[config.mk]
export PLATFORM = sky130hd
export DESIGN_NAME = cbpq_ram
export DESIGN_NICKNAME = d
export VERILOG_FILES = /design/src/sv/cbpq_ram.sv
export SDC_FILE = /design/constraint.sdc
export NUM_CORES = 1
export LEC_CHECK = 0
export BUFFER_PORTS_ARGS = -buffer_cell sky130_fd_sc_hd__buf_2
export CAP_MARGIN = 20
export CORE_ASPECT_RATIO = 1.75
export CORE_MARGIN = 3
export CORE_UTILIZATION = 50
export DETAILED_ROUTE_END_ITERATION = 6
export HOLD_SLACK_MARGIN = 0.05
export PLACE_DENSITY_LB_ADDON = 0.08
export SYNTH_ARGS = -nofsm -noshare
export SYNTH_HDL_FRONTEND = slang
export SYNTH_SLANG_ARGS = --single-unit
[constraint.sdc]
create_clock -name aclk -period 1.9 [get_ports aclk]
set_input_delay 0.095 -clock aclk [delete_from_list [all_inputs] [get_ports aclk]]
set_output_delay 0.095 -clock aclk [all_outputs]
set_load 0.02 [all_outputs]
[src/sv/cbpq_ram.sv]
// ----------------------------------------------------------------------------
// cbpq_ram: generic simple dual-port RAM
// One write port and one read port; read data is registered.
// ----------------------------------------------------------------------------
module cbpq_ram #(
    parameter int WIDTH = 8,
    parameter int DEPTH = 16
) (
    input  logic                     aclk,
    input  logic                     we,
    input  logic [$clog2(DEPTH)-1:0] waddr,
    input  logic [WIDTH-1:0]         wdata,
    input  logic [$clog2(DEPTH)-1:0] raddr,
    output logic [WIDTH-1:0]         rdata
);

    logic [WIDTH-1:0] mem [DEPTH];

    always_ff @(posedge aclk) begin
        if (we) begin
            mem[waddr] <= wdata;
        end
        rdata <= mem[raddr];
    end

endmodule

==> metrics.yaml <==
setup_path:
  r2r-end: "rdata[4]$_DFF_P_"
  crit_type: "flip-flop to flip-flop"
  worst_setup_path_end_kind: "flip-flop"
  crit_arrival_ns: 1.64
  ff2ff_setup_slack_ns: 0.53
  reg2reg_depth: 3
  path_max_fanout: 1
  start_kind: "flip-flop"
  r2r_start: "mem[9][4]$_DFFE_PP_"
  cp.required_ns: 2.17
power:
  clock_power_share_pct: 46.9
  p_switching_w: 0.00137
  peakVddDrop_uv: 992
  power_frac_seq_pct: 48.3
  powerDensity_mw_per_mm2: 1140
  p_leak_nw: 2.10
  p_sw_share_pct: 19.6
  combPwrFrac_pct: 4.7
  intPower_w: 0.00561
logic_synthesis:
  synth_area_leader_cell: "edfxtp_1"
  synth_fp_nets: 247
  synth_edf_count: 128
  syn_inst: 229
  synthDistinctLibCells: 19
  synth_area_leaders: "edfxtp_1 75%, mux4_2 7.9%, mux4_1 7.1%"
  syn_area_per_cell_um2: 22.5
  ys_seq_area_share_pct: 77.8
  synth_most_common_cell: "edfxtp_1"
  yosys_warnings: 0
  syn_area_mm2: 0.00515
  synth_common_cells: "128 x edfxtp_1, 18 x mux4_2, 16 x a22oi_1, 14 x mux4_1, 13 x nor2_1"
  synth_ff_type: "edfxtp_1"
  synth-seq-cells: 136
  synthArstFlopShare_pct: 0
  synth_top_area_share_pct: 74.7
timing:
  setup_ws_ns: 0.529
  min_period_over_period_pct: 72.2
  clock.fmax_mhz: 729
  finalCriticalPeriod_ns: 1.37
  setup_tns_ns: 0
  slew_violations: 0
  worst_pin_slew_ns: 0.468
  timing_hold_violations_final: 0
  setup_viol: 0
  fin_skew_ns: 0.00565
  rsz0062_at_grt: "no"
  timing.hold.ws_ns: 0.0685
  relSlewSlack_pct: 68.8
global_routing:
  grt_pass1_vias: 2558
  grt_pass1_wl_um: 14800
  grt_start_max_net_pins: 33
  antenna_found_initial: 0
  grtUsageTotal_pct: 18.6
  grt_overflow: 0
route:
  dr.pass1.iters: 4
  via_count: 2400
  wl_per_cell_um: 22.5
  drtAntennaViolNets: 0
  drc_errors: 0
  viasPerCell: 5.69
  wl_um: 9510
  first_iter_violations: 125
floorplanning:
  core_area_mm2: 0.00997
  start_util_pct: 51.6
  rows: 48
  die_h_um: 140
  io_pins: 26
  dieArea_mm2: 0.0116
  die_x_um: 82.7
cts:
  holdBufCountCts: 0
  cts_sinks: 136
  clock_latency_ns: 0.41
  root_buffer: "clkbuf_16"
  clockBufferDepth: 2
  cts_setup_buffers: 0
  cts_resized: 0
  h-tree-depth: 4
  cts_tree: "yes"
  numCtsBuffers: 17
  clkTransAtPathRegs_ns: 0.06
layout:
  drive_gt1_share_pct: 32.0
  num-nets-final: 302
  syn_to_final_growth_pct: 19.1
  n_antenna_cell: 0
placement:
  hpwl_um: 6140
  gp_congestion: 0.751
  io_buffer_count: 25
  dp_slack_ns: 0.332
hold_path:
  whs_path_depth: 1
  holdPathEnd: "mem[15][7]$_DFFE_PP_"
  hp-start: "wdata[7]"
  min_path_type: "input pin to flip-flop"
run_status:
  status: "complete, no violations"
run:
  drv_cap: 0
## state kept, by name, indices dropped and copies added (netlist names)
name,cells
rdata,8
mem,128
## layer usage
layer / up-vias / track usage, % / share of wire (%)
li1: 1084 / - / -
met1: 1259 / 23.1 / 40
met2: 50 / 30.8 / 56
met3: 7 / 5.15 / 2.9
met4: 0 / 6.98 / 1.2
met5: - / 0 / 0
## area by class of cell
| type | instances | area, µm² |
|---|---|---|
| Tap cell | 125 | 156 |
| Fill cell | 738 | 3840 |
| Clock inverter | 13 | 151 |
| Clock buffer | 19 | 453 |
| Multi-Input combinational cell | 83 | 1060 |
| Timing Repair Buffer | 46 | 308 |
| Sequential cell | 136 | 4000 |
## stage by stage
step | util, % | power (W) | std cells | cell area [µm²]
floorplan | - | 0.00363 | 229 | 5150
detailed placement | 55.4 | 0.00377 | 390 | 5530
global route | 61.5 | 0.00721 | 422 | 6130
finish | 61.5 | 0.00698 | 422 | 6130
global placement | 55.4 | 0.00376 | 390 | 5530
CTS | 61.5 | 0.00704 | 422 | 6130
## cell usage in the layout, fill, tap and decap left out
master / n
or3b_2: 1
mux4_2: 18
nor3_1: 4
and2_1: 1
clkinv_2: 3
bufinv_16: 3
edfxtp_1: 128
buf_12: 2
inv_6: 1
a22oi_1: 16
clkbuf_16: 17
buf_4: 19
nor2_1: 13
and2b_1: 1
mux4_1: 14
clkinv_1: 2
dfxtp_1: 8
clkinvlp_4: 4
clkbuf_8: 2
nand3_1: 1
nor2b_1: 1
nand3b_1: 2
nand2_1: 9
nand2b_1: 2
buf_2: 25
## worst max path at each step
| stage | startpoint | end | slack, ns |
|---|---|---|---|
| final | mem[9][4]$_DFFE_PP_ | rdata[4]$_DFF_P_ | 0.53 |
| after global routing | mem[2][3]$_DFFE_PP_ | rdata[3]$_DFF_P_ | 0.44 |
| after CTS | mem[9][4]$_DFFE_PP_ | rdata[4]$_DFF_P_ | 0.53 |
| after detailed placement | raddr[0] | rdata[4]$_DFF_P_ | 0.33 |
| after global placement | raddr[0] | rdata[4]$_DFF_P_ | 0.32 |
| after floorplan | waddr[2] | mem[0][0]$_DFFE_PP_ | 0.31 |
## kinds of logic after synthesis
family	after synthesis	synth area share, %
flip-flops	136	77.8
AND/OR/NAND/NOR	35	3.18
multiplexers	32	15.0
AO/OA/AOI/OAI	16	2.33
buffers and inverters	10	1.68
## power by group through the flow
| stage | logic [W] | clock network (W) | registers [W] |
|---|---|---|---|
| floorplan | 0.000170 | 0 | 0.00346 |
| global placement | 0.000331 | 0 | 0.00343 |
| detailed placement | 0.000337 | 0 | 0.00344 |
| CTS | 0.000337 | 0.00333 | 0.00337 |
| global route | 0.000358 | 0.00347 | 0.00338 |
| finish | 0.000329 | 0.00327 | 0.00337 |
## critical path, stage by stage, from the launching register on
cell	delay, ns
edfxtp_1	0.36
mux4_1	0.51
a22oi_1	0.25
nand2_1	0.12
No activity file was read; power rests on OpenSTA's default activity.
